## src/multi_server_priority_dispatcher_unit_macros.svh

```systemverilog
// Assertion macros shared by the dispatcher RTL.
`ifndef MULTI_SERVER_PRIORITY_DISPATCHER_UNIT_MACROS_SVH
`define MULTI_SERVER_PRIORITY_DISPATCHER_UNIT_MACROS_SVH

// Condition must hold at every clock edge outside reset.
`define MSPD_ASSERT_ALWAYS(label, cond, msg) \
  label: assert property (@(posedge clk) disable iff (rst) (cond)) else $error(msg);

// Consequent must hold in the cycle after the antecedent.
`define MSPD_ASSERT_NEXT(label, ante, cons, msg) \
  label: assert property (@(posedge clk) disable iff (rst) (ante) |=> (cons)) else $error(msg);

`endif

```

## src/mspd_pkg.sv

```systemverilog
// Types and constants shared by the dispatcher modules.
`timescale 1ns / 1ps
`default_nettype none
package mspd_pkg;

  localparam int TAG_W  = 16;
  localparam int TIME_W = 32;
  localparam int PRIO_W = 8;
  localparam int PUMP_W = 4;

  // Input commands
  localparam logic CMD_ARRIVE = 1'b0;
  localparam logic CMD_TICK   = 1'b1;

  // Result kinds
  localparam logic KIND_SERVED  = 1'b0;
  localparam logic KIND_DROPPED = 1'b1;

  localparam logic [PUMP_W-1:0] PUMP_COUNT_RESET = 4'd2;

  // One waiting request
  typedef struct packed {
    logic [TAG_W-1:0]  tag;
    logic [TIME_W-1:0] arrival;
    logic [PRIO_W-1:0] prio;
  } entry_t;

endpackage
`default_nettype wire

```

## src/mspd_order_cmp.sv

```systemverilog
// Shared order compare: is a stored request served after a new one.
`timescale 1ns / 1ps
`default_nettype none
module mspd_order_cmp (
  input  mspd_pkg::entry_t stored,
  input  mspd_pkg::entry_t fresh,
  output logic             later
);
  import mspd_pkg::*;

  // Lower priority value first, then earlier arrival; ties keep insertion order
  always_comb begin
    if (stored.prio != fresh.prio) begin
      later = stored.prio > fresh.prio;
    end else begin
      later = stored.arrival > fresh.arrival;
    end
  end

endmodule
`default_nettype wire

```

## src/mspd_queue_ram.sv

```systemverilog
// Request store: one write port, one registered read port.
`timescale 1ns / 1ps
`default_nettype none
module mspd_queue_ram #(
  parameter int DEPTH = 64,
  localparam int AW = $clog2(DEPTH)
) (
  input  logic             clk,
  input  logic             we,
  input  logic [AW-1:0]    waddr,
  input  mspd_pkg::entry_t wdata,
  input  logic             re,
  input  logic [AW-1:0]    raddr,
  output mspd_pkg::entry_t rdata
);
  import mspd_pkg::*;

  entry_t mem [DEPTH];

  // Write one entry
  always_ff @(posedge clk) begin
    if (we) begin
      mem[waddr] <= wdata;
    end
  end

  // Read one entry, hold the data until the next read
  always_ff @(posedge clk) begin
    if (re) begin
      rdata <= mem[raddr];
    end
  end

endmodule
`default_nettype wire

```

## src/multi_server_priority_dispatcher_unit.sv

```systemverilog
// Top level of the priority dispatcher: sequencer, counters and result register.
//
// Usage: one input channel (in_valid/in_stall) carries commands. An arrive item
// inserts {vehicle_tag, arrival_time, priority_req} into a sorted queue; a tick
// item serves up to pump_count requests from the head, then bumps the time.
// The result channel (out_valid/out_stall) gives served and dropped items, with
// last set on the final result caused by one input item.
// pump_count is written through wr_en/wr_data; the user must write it only
// while the block is idle, as the block itself does not enforce this. An
// arrive into an empty queue is written to the tail at once; otherwise the
// shared compare unit checks one entry per cycle over the single read port
// of the request store, each entry served later moves one place toward the
// tail, and the request is written into the gap. A dropped arrive (queue
// full) goes through S_DROP. A tick does one store read per served result.
// in_stall is high while an item is at work; a finished result may still wait
// in the output register while the next item is taken.
// When out_stall holds a waiting result, the register holds and S_POP/S_DROP wait.
// Reset empties the queue, clears the time counter and sets pump_count to 2;
// no clearing pass runs, the store is read only below the fill count.
`timescale 1ns / 1ps
`default_nettype none
`include "multi_server_priority_dispatcher_unit_macros.svh"
module multi_server_priority_dispatcher_unit #(
  parameter int QUEUE_DEPTH = 64,
  parameter int MAX_PUMPS   = 8
) (
  input  logic        clk,
  input  logic        rst,
  // input items
  input  logic        in_valid,
  output logic        in_stall,
  input  logic        command,
  input  logic [15:0] vehicle_tag,
  input  logic [31:0] arrival_time,
  input  logic [7:0]  priority_req,
  // result items
  output logic        out_valid,
  input  logic        out_stall,
  output logic        kind,
  output logic [15:0] served_tag,
  output logic [31:0] served_arrival,
  output logic [31:0] service_time,
  output logic        last,
  // configuration
  input  logic        wr_en,
  input  logic [3:0]  wr_data
);
  import mspd_pkg::*;

  localparam int AW  = $clog2(QUEUE_DEPTH);
  localparam int CW  = $clog2(QUEUE_DEPTH + 1);
  localparam int PW  = $clog2(MAX_PUMPS + 1);
  localparam int NW0 = (CW > PW) ? CW : PW;
  localparam int NW  = (NW0 > PUMP_W) ? NW0 : PUMP_W;

  localparam logic [2:0] S_IDLE    = 3'd0;
  localparam logic [2:0] S_INS_CMP = 3'd1;
  localparam logic [2:0] S_INS_PUT = 3'd2;
  localparam logic [2:0] S_POP     = 3'd3;
  localparam logic [2:0] S_DROP    = 3'd4;

  logic [2:0]        state, state_next;
  logic [CW-1:0]     count, count_next;
  logic [AW-1:0]     head, head_next;
  logic [AW-1:0]     tail, tail_next;
  logic [AW-1:0]     wptr, wptr_next;
  logic [AW-1:0]     rptr, rptr_next;
  logic [CW-1:0]     walk, walk_next;
  logic [NW-1:0]     left, left_next;
  logic [TIME_W-1:0] current_time, time_next;
  logic [PUMP_W-1:0] pump_count;
  entry_t            ins;
  logic              ins_load;

  logic              ram_we;
  logic [AW-1:0]     ram_waddr;
  entry_t            ram_wdata;
  logic              ram_re;
  logic [AW-1:0]     ram_raddr;
  entry_t            ram_rdata;
  logic              later;

  logic              accept;
  logic              full;
  logic              out_free;
  logic              out_load;
  logic              out_kind_d;
  logic [TAG_W-1:0]  out_tag_d;
  logic [TIME_W-1:0] out_arr_d;
  logic              out_last_d;
  logic [NW-1:0]     pump_sat;
  logic [NW-1:0]     serve_n;
  entry_t            in_entry;

  // Circular pointer steps
  function automatic logic [AW-1:0] ptr_inc(input logic [AW-1:0] p);
    ptr_inc = (p == AW'(QUEUE_DEPTH - 1)) ? '0 : p + 1'b1;
  endfunction

  function automatic logic [AW-1:0] ptr_dec(input logic [AW-1:0] p);
    ptr_dec = (p == '0) ? AW'(QUEUE_DEPTH - 1) : p - 1'b1;
  endfunction

  mspd_queue_ram #(
    .DEPTH (QUEUE_DEPTH)
  ) u_ram (
    .clk   (clk),
    .we    (ram_we),
    .waddr (ram_waddr),
    .wdata (ram_wdata),
    .re    (ram_re),
    .raddr (ram_raddr),
    .rdata (ram_rdata)
  );

  mspd_order_cmp u_cmp (
    .stored (ram_rdata),
    .fresh  (ins),
    .later  (later)
  );

  assign in_stall = (state != S_IDLE);
  assign accept   = in_valid && !in_stall;
  assign full     = (count == CW'(QUEUE_DEPTH));
  assign out_free = !out_valid || !out_stall;
  assign in_entry = '{tag: vehicle_tag, arrival: arrival_time, prio: priority_req};

  // Size of the serve run: pump_count, saturated, limited by the fill count
  always_comb begin
    pump_sat = NW'(pump_count);
    if (pump_sat > NW'(MAX_PUMPS)) begin
      pump_sat = NW'(MAX_PUMPS);
    end
    serve_n = (pump_sat > NW'(count)) ? NW'(count) : pump_sat;
  end

  // Sequencer
  always_comb begin
    state_next = state;
    count_next = count;
    head_next  = head;
    tail_next  = tail;
    wptr_next  = wptr;
    rptr_next  = rptr;
    walk_next  = walk;
    left_next  = left;
    time_next  = current_time;
    ins_load   = 1'b0;
    ram_we     = 1'b0;
    ram_waddr  = wptr;
    ram_wdata  = ins;
    ram_re     = 1'b0;
    ram_raddr  = head;
    out_load   = 1'b0;
    out_kind_d = KIND_SERVED;
    out_tag_d  = ram_rdata.tag;
    out_arr_d  = ram_rdata.arrival;
    out_last_d = 1'b0;
    case (state)
      S_IDLE: begin
        if (accept) begin
          if (command == CMD_ARRIVE) begin
            ins_load = 1'b1;
            if (full) begin
              state_next = S_DROP;
            end else begin
              count_next = count + 1'b1;
              tail_next  = ptr_inc(tail);
              if (count == '0) begin
                // empty queue: place at the tail directly
                ram_we    = 1'b1;
                ram_waddr = tail;
                ram_wdata = in_entry;
              end else begin
                // start the walk from the tail toward the head
                ram_re     = 1'b1;
                ram_raddr  = ptr_dec(tail);
                wptr_next  = tail;
                rptr_next  = ptr_dec(tail);
                walk_next  = count;
                state_next = S_INS_CMP;
              end
            end
          end else begin
            if (serve_n == '0) begin
              time_next = current_time + 1'b1;
            end else begin
              ram_re     = 1'b1;
              ram_raddr  = head;
              left_next  = serve_n;
              state_next = S_POP;
            end
          end
        end
      end
      S_INS_CMP: begin
        ram_we    = 1'b1;
        ram_waddr = wptr;
        if (later) begin
          // shift the stored entry one place toward the tail
          ram_wdata = ram_rdata;
          wptr_next = rptr;
          if (walk != CW'(1)) begin
            ram_re    = 1'b1;
            ram_raddr = ptr_dec(rptr);
            rptr_next = ptr_dec(rptr);
            walk_next = walk - 1'b1;
          end else begin
            state_next = S_INS_PUT;
          end
        end else begin
          ram_wdata  = ins;
          state_next = S_IDLE;
        end
      end
      S_INS_PUT: begin
        ram_we     = 1'b1;
        ram_waddr  = wptr;
        ram_wdata  = ins;
        state_next = S_IDLE;
      end
      S_POP: begin
        if (out_free) begin
          out_load   = 1'b1;
          out_last_d = (left == NW'(1));
          head_next  = ptr_inc(head);
          count_next = count - 1'b1;
          left_next  = left - 1'b1;
          if (left != NW'(1)) begin
            ram_re    = 1'b1;
            ram_raddr = ptr_inc(head);
          end else begin
            time_next  = current_time + 1'b1;
            state_next = S_IDLE;
          end
        end
      end
      S_DROP: begin
        if (out_free) begin
          out_load   = 1'b1;
          out_kind_d = KIND_DROPPED;
          out_tag_d  = ins.tag;
          out_arr_d  = ins.arrival;
          out_last_d = 1'b1;
          state_next = S_IDLE;
        end
      end
      default: begin
        state_next = S_IDLE;
      end
    endcase
  end

  // Control registers
  always_ff @(posedge clk) begin
    if (rst) begin
      state        <= S_IDLE;
      count        <= '0;
      head         <= '0;
      tail         <= '0;
      current_time <= '0;
      pump_count   <= PUMP_COUNT_RESET;
      out_valid    <= 1'b0;
    end else begin
      state        <= state_next;
      count        <= count_next;
      head         <= head_next;
      tail         <= tail_next;
      current_time <= time_next;
      if (wr_en) begin
        pump_count <= wr_data;
      end
      if (out_load) begin
        out_valid <= 1'b1;
      end else if (!out_stall) begin
        out_valid <= 1'b0;
      end
    end
  end

  // Walk registers and held request
  always_ff @(posedge clk) begin
    wptr <= wptr_next;
    rptr <= rptr_next;
    walk <= walk_next;
    left <= left_next;
    if (ins_load) begin
      ins <= in_entry;
    end
  end

  // Result register
  always_ff @(posedge clk) begin
    if (out_load) begin
      kind           <= out_kind_d;
      served_tag     <= out_tag_d;
      served_arrival <= out_arr_d;
      service_time   <= current_time;
      last           <= out_last_d;
    end
  end

  `MSPD_ASSERT_ALWAYS(a_count_bound, count <= CW'(QUEUE_DEPTH), "fill count above depth")
  `MSPD_ASSERT_ALWAYS(a_walk_live, (state != S_INS_CMP) || (walk != '0), "insert walk ran out")
  `MSPD_ASSERT_ALWAYS(a_pop_live, (state != S_POP) || ((left != '0) && (count != '0)), "serving from empty queue")
  `MSPD_ASSERT_NEXT(a_idle_tick, accept && (command == CMD_TICK) && (serve_n == '0), (current_time == $past(current_time) + 32'd1) && (state == S_IDLE), "empty tick did not advance time")

endmodule
`default_nettype wire
```

## config.mk

```make
export PLATFORM = sky130hd
export DESIGN_NAME = multi_server_priority_dispatcher_unit
export DESIGN_NICKNAME = d
export VERILOG_FILES = /design/src/mspd_pkg.sv /design/src/mspd_order_cmp.sv /design/src/mspd_queue_ram.sv /design/src/multi_server_priority_dispatcher_unit.sv
export VERILOG_INCLUDE_DIRS = /design/src /design/src/src
export SDC_FILE = /design/constraint.sdc
export NUM_CORES = 2
export LEC_CHECK = 0
export BUFFER_PORTS_ARGS = -buffer_cell sky130_fd_sc_hd__buf_2
export CAP_MARGIN = 20
export CORE_AREA = 2 2 547 549
export DETAILED_ROUTE_END_ITERATION = 10
export DIE_AREA = 0 0 549 551
export PLACE_DENSITY = 0.66
export SLEW_MARGIN = 20
export SYNTH_ARGS = -nofsm -noshare
export SYNTH_HDL_FRONTEND = slang
export SYNTH_SLANG_ARGS = --single-unit
```

## constraint.sdc

```tcl
create_clock -name clk -period 11.7 [get_ports clk]
set_clock_uncertainty 0.2 [all_clocks]
set_input_delay 0.585 -clock clk [delete_from_list [all_inputs] [get_ports clk]]
set_output_delay 0.585 -clock clk [all_outputs]
set_load 0.05 [all_outputs]
```

Word-level counts from Yosys, hierarchy flattened. Memory sizes are Yosys's and may differ from the RTL's. A register that Yosys moved wholly into a read port is not among the register bits. Index checks and enable logic that the tools add are counted.

Register bits after elaboration: 223. Memory bits (writable): 3584. Input bits: 66. Output and inout bits: 84. Logic and storage cells: 189. Memories: 1.

Add/sub/neg operators: 9. $lt $le $gt $ge: 4. Equality and inequality tests: 27. Muxes and demuxes: 104. Bitwise logic cells: 2. Reduce and logical (&&, ||, !) cells: 23.

Memories: u_ram.mem (words 64, width 56, rd ports 1, clocked after Yosys merged registers in 1, write ports 1, RTL line mspd_queue_ram.sv:18) `entry_t mem [DEPTH];`.

Operator list (count): $mux 56 (5); $mux 32 (7); $mux 6 (28); $pmux 56 s2 (1); $mux 7 (15); $pmux 32 s2 (1); $pmux 7 s2 (3); $add 32x1->32 const B (1); $gt 32x32->1 (1); $mux 16 (2); $mux 3 (10); $mux 1 (24); $ne 2x2->1 const B (12); $pmux 6 s2 (2); $sub 7x1->7 const B (3); $pmux 6 s3 (1); $logic_not 7->1 (2); $ne 7x1->1 const B (2); $reduce_and 7->1 (2); $add 6x1->6 const B (2); $eq 6x6->1 const B (2); $logic_not 6->1 (2); $pmux 3 s4 (1); $reduce_and 6->1 (2); 28 further kinds (38).

Depth between registers and ports, before layout.
Word-level depth: 9. Gate-level depth with buffers: 18. Depth with buffers taken out: 14.

By module. A second synthesis with hierarchy kept.

Cell total of the unflattened synthesis: 6967. Area total of the unflattened synthesis: 149054.2 um^2.

By module, submodules not included: mspd_queue_ram (instances 1, cells each 5750, area each 137057.7 um^2, sequential area each 109304.8 um^2); multi_server_priority_dispatcher_unit (instances 1, cells each 1073, area each 10970.5 um^2, sequential area each 6105.9 um^2); mspd_order_cmp (instances 1, cells each 144, area each 1026.0 um^2, sequential area each 0.0 um^2).

Least setup slack after synthesis. OpenSTA, ideal clock, no wires.

Path kind: register to register. Start: reg state[0]. End: mem u_ram.mem[38][0] (netlist name) (enable). Library setup time: 0.470 ns. Data arrival time: 7.654 ns. Data required time: 11.030 ns. Setup slack: 3.376 ns. Stages on the path, launching flop included: 11. Buffers on the path: 2. Clock period less this slack: 8.324 ns. Cell sequence: dfxtp_1 buf_2 nor3_4 inv_2 buf_2 nor2_1 nand2_1 a211oi_1 a21boi_0 nand2_1 nor2_1.

Cells in the longest elaborated chain, start to end: 7. Elaborated cells between the ends (all ways): 13. Classes of those cells: 2 x eq/ne; 6 x mux; 5 x reduce/logical.

RTL lines: from (decl) (RTL line multi_server_priority_dispatcher_unit.sv:62) `logic [2:0] state, state_next;`; from (signal assigned) (RTL line multi_server_priority_dispatcher_unit.sv:265) `state <= state_next;`; $reduce_bool 3->1 (*) (RTL line multi_server_priority_dispatcher_unit.sv:122) `assign in_stall = (state != S_IDLE);`; net in_stall (RTL line multi_server_priority_dispatcher_unit.sv:31) `output logic in_stall,`; $logic_not 1->1 (*) (RTL line multi_server_priority_dispatcher_unit.sv:123) `assign accept = in_valid && !in_stall;`; $logic_and 1x1->1 (*) (RTL line multi_server_priority_dispatcher_unit.sv:123); $mux 1 (RTL line multi_server_priority_dispatcher_unit.sv:161) `if (accept) begin`; $pmux 1 s2 (RTL line multi_server_priority_dispatcher_unit.sv:159) `case (state)`; $mux 1 (RTL line mspd_queue_ram.sv:22) `if (we) begin`; $mux 1 (implied by the code) (RTL line mspd_queue_ram.sv:23) `mem[waddr] <= wdata;`; to (decl) (RTL line mspd_queue_ram.sv:18).

Mark *: on every way through the listed nets, which the timed path passes. The rest lies on a longest branch.

Final worst setup path.
Start: reg, netlist name u_ram.rdata[29]. End: reg, netlist name u_ram.rdata[48].

Cells in the longest elaborated chain, start to end: 4. Elaborated cells between the ends (all ways): 6. Classes of those cells: 1 x order compare; 5 x mux.

RTL lines: $gt 32x32->1 (*) (RTL line mspd_order_cmp.sv:16) `later = stored.arrival > fresh.arrival;`; $mux 1 (*) (RTL line mspd_order_cmp.sv:13) `if (stored.prio != fresh.prio) begin`; $mux 6 / $mux 1 (equally long branches) (RTL line multi_server_priority_dispatcher_unit.sv:199) `if (later) begin`; $pmux 6 s3 / $pmux 1 s3 (equally long branches) (RTL line multi_server_priority_dispatcher_unit.sv:159).

Every way passes the cells marked *; elsewhere a longest branch is shown, timed or not. A chain may end at the register's enable or synchronous reset.

==> impl_metrics.tcl <==
set metrics [dict create \
    syn-num-nets 8943 \
    core_sq_um 296000 \
    setup-tns-final_ps 0 \
    die_width_microns 549 \
    synth_area_leader_cell "edfxtp_1" \
    drv_slew 0 \
    drt_pass1_iterations 8 \
    synth-seq-cells 3863 \
    wl_microns 434000 \
    grt_max_degree 162 \
    crit_path_frequent_cell "buf_4" \
    numCtsBuffers 375 \
    hold_path_end "current_time[0]$_SDFFE_PP0P_" \
    rr_worst_depth 15 \
    syn2layout_area_growth_pct 12.7 \
    htreeDepth 5 \
    synth.avg_cell_area_sq_um 17.1 \
    hp-start "in_valid" \
    row_count 200 \
    ant_nets 0 \
    clockBufferDepth 4 \
    r2r_slack_ps 4320 \
    async_reset_ff_share_pct 0 \
    routabilityCongestion 0.934 \
    cts-resized-gates 0 \
    die_area_sq_um 302000 \
    start_kind "flip-flop" \
    dp_hpwl_microns 237000 \
    cts_tree "done" \
    synth_area_leaders "edfxtp_1 (76%), mux4_2 (5.8%), nand2_1 (3.7%)" \
    portBuffers 149 \
    clk_pin_slew_ps 60 \
    min_path_cells 4 \
    vias 86200 \
    reg2reg_to "u_ram.rdata[48]$_DFFE_PP_" \
    drive_above_1_share_pct 16.1 \
    post_cts_buffers 0 \
    start_util_pct 50.9 \
    setup_viol 0 \
    cts.sinks 3863 \
    critical_path_required_ps 12100 \
    drt_iter0_drc 12600 \
    period_needed_ps 7380 \
    power.total_w 0.0471 \
    synthCells 8816 \
    fill_cells 21900 \
    cp.arrival_ps 7780 \
    grt_usage_pct 28.2 \
    synth.distinct_cells 89 \
    clk_latency_ps 920 \
    grt_pass1_wl_microns 608000 \
    worstMarginPinSlew_ps 1240 \
    fin_crit_sh_pct 63.1 \
    ys.flop_type "edfxtp_1" \
    syn_area_sq_um 151000 \
    worstPathMaxFanout 60 \
    ctsHoldBuffers 65 \
    fmax_mhz 135 \
    yosysTopAreaCellShare_pct 75.7 \
    leakagePower_nw 56.9 \
    relSlewSlack_pct 16.6 \
    crit_buf_inv 3 \
    final_nets 9286 \
    grt.overflow.total 0 \
    maxCapViolations 0 \
    path_class "flip-flop to flip-flop" \
    cts_root_buf "clkbuf_16" \
    viasPerCell 6.43 \
    yosysMostFrequentCell "edfxtp_1" \
    wire_per_inst_microns 32.3 \
    grt_pass1_vias 83800 \
    critPathSlowestCell "buf_4" \
    ys_warn_count 0 \
    die_h_microns 551 \
    critPathTopFamily "compound AO/OA/AOI/OAI gates" \
    ios 150 \
    max_stage_delay_ps 830 \
    synth_common_cells "edfxtp_1 (3,804), nand2_1 (1,504), mux2i_1 (453)" \
    powerDensity_nw_per_um2 277 \
    hold_viol 0 \
    antenna_found_initial 22 \
    hp-class "input pin to flip-flop" \
    vdd_drop_max_v 0.000288 \
    worstPathCellList "ha_1 -> nand4_1 -> nor3_1 -> a22oi_1 -> o2111ai_1 -> buf_4 -> a221oi_4 -> o41ai_1 -> and2_4 -> buf_4 -> buf_4 -> mux4_2 -> a211oi_1 -> a22o_1 -> a31oi_1" \
    reg2reg_from "u_ram.rdata[29]$_DFFE_PP_" \
    status "completed" \
    synth_edf_count 3804 \
    drcViolationCount 0 \
    rsz0062_at_grt "false" \
    crit_path_end_kind "flip-flop" \
    ys_seq_area_share_pct 76.5 \
]
-- state kept, by name, summed over array words and instances (netlist names), 7 cells and up --
name,count
u_ram.rdata,56
left,7
current_time,32
served_arrival,32
count,7
ins,56
served_tag,16
service_time,32
u_ram.mem,3584
walk,7
-- area by class of cell --
cell class	count	area, sq um	area share, %
sequential	3863	115000	67.9
multi-input combinational	4377	33800	19.9
clock buffer	464	9970	5.86
tap	3939	4930	2.90
timing repair buffer	477	3590	2.11
clock inverter	217	2020	1.19
inverter	65	244	0.144
antenna	11	27.5	0.0162
-- cells in the final DEF (no fill, tap or decap), types with 165 or more instances in the layout --
cell       count
a21oi_1      165
a22oi_1      168
a31oi_1      167
buf_4        246
clkbuf_16    383
edfxtp_1    3804
mux2i_1      453
mux4_2       390
nand2_1     1445
o21ai_0      173
-- worst register-to-register path, delay by kind of cell, from the launching register on --
| family | cells | cell delay, ps |
|---|---|---|
| fa+ha+maj | 1 | 350 |
| mux | 1 | 450 |
| buf+inv | 3 | 2050 |
| compound gates | 7 | 2270 |
| flops | 1 | 480 |
| simple gates | 3 | 1300 |
-- metrics by stage --
step | cell area [sq um] | utilization, % | std cells | hold slack, ps | setup WS [ps]
after floorplan | 151000 | - | 8816 | 229 | 3380
after global placement | 157000 | 53.0 | 12700 | 242 | 4380
after detailed placement | 157000 | 53.1 | 12700 | 248 | 4400
after CTS | 170000 | 57.3 | 13400 | 82.1 | 4390
after global routing | 170000 | 57.4 | 13400 | 146 | 4020
final | 170000 | 57.4 | 13400 | 115 | 4320
-- metal layers --
| layer | wire, microns | part of all wire, % | GRT usage, % |
|---|---|---|---|
| met3 | 54900 | 13 | 8.29 |
| met5 | 32 | 0.0074 | 0 |
| met1 | 162000 | 37 | 38.0 |
| met4 | 16500 | 3.8 | 10.1 |
| met2 | 200000 | 46 | 44.0 |
-- power breakdown --
| group | switching [W] | internal, W | leakage (nW) |
|---|---|---|---|
| registers | 0.000324 | 0.0183 | 34.9 |
| clock network | 0.00512 | 0.00678 | 5.84 |
| logic | 0.0115 | 0.00512 | 16.1 |
| total | 0.0170 | 0.0302 | 56.9 |
-- cells by family (layout without fill, tap and decap cells) --
family / Yosys count / after routing / synth area share (%)
muxes: 861 / 861 / 8.96
DFF: 3863 / 3863 / 76.5
buffers and inverters: 576 / 1223 / 1.79
adders and majority gates: 61 / 61 / 0.511
and+or+nand+nor: 2137 / 2137 / 6.02
other: 0 / 11 / 0
AOI/OAI and AO/OA: 1267 / 1267 / 5.92
xor gates and xnor gates: 51 / 51 / 0.296
-- worst max path at each step --
stage                                         start                         end  slack [ps]  cells after the start
after detailed placement  u_ram.rdata[29]$_DFFE_PP_   u_ram.rdata[48]$_DFFE_PP_        4400                     15
after CTS                 u_ram.rdata[29]$_DFFE_PP_   u_ram.rdata[17]$_DFFE_PP_        4390                     16
after global routing      u_ram.rdata[36]$_DFFE_PP_   u_ram.rdata[48]$_DFFE_PP_        4020                     15
after global placement    u_ram.rdata[29]$_DFFE_PP_   u_ram.rdata[48]$_DFFE_PP_        4380                     15
after floorplan               state[0]$_SDFFE_PP0P_  u_ram.mem[38][0]$_DFFE_PP_        3380                     10
final                     u_ram.rdata[29]$_DFFE_PP_   u_ram.rdata[48]$_DFFE_PP_        4320                     15
Note: power is estimated with default switching activity, not from simulation.
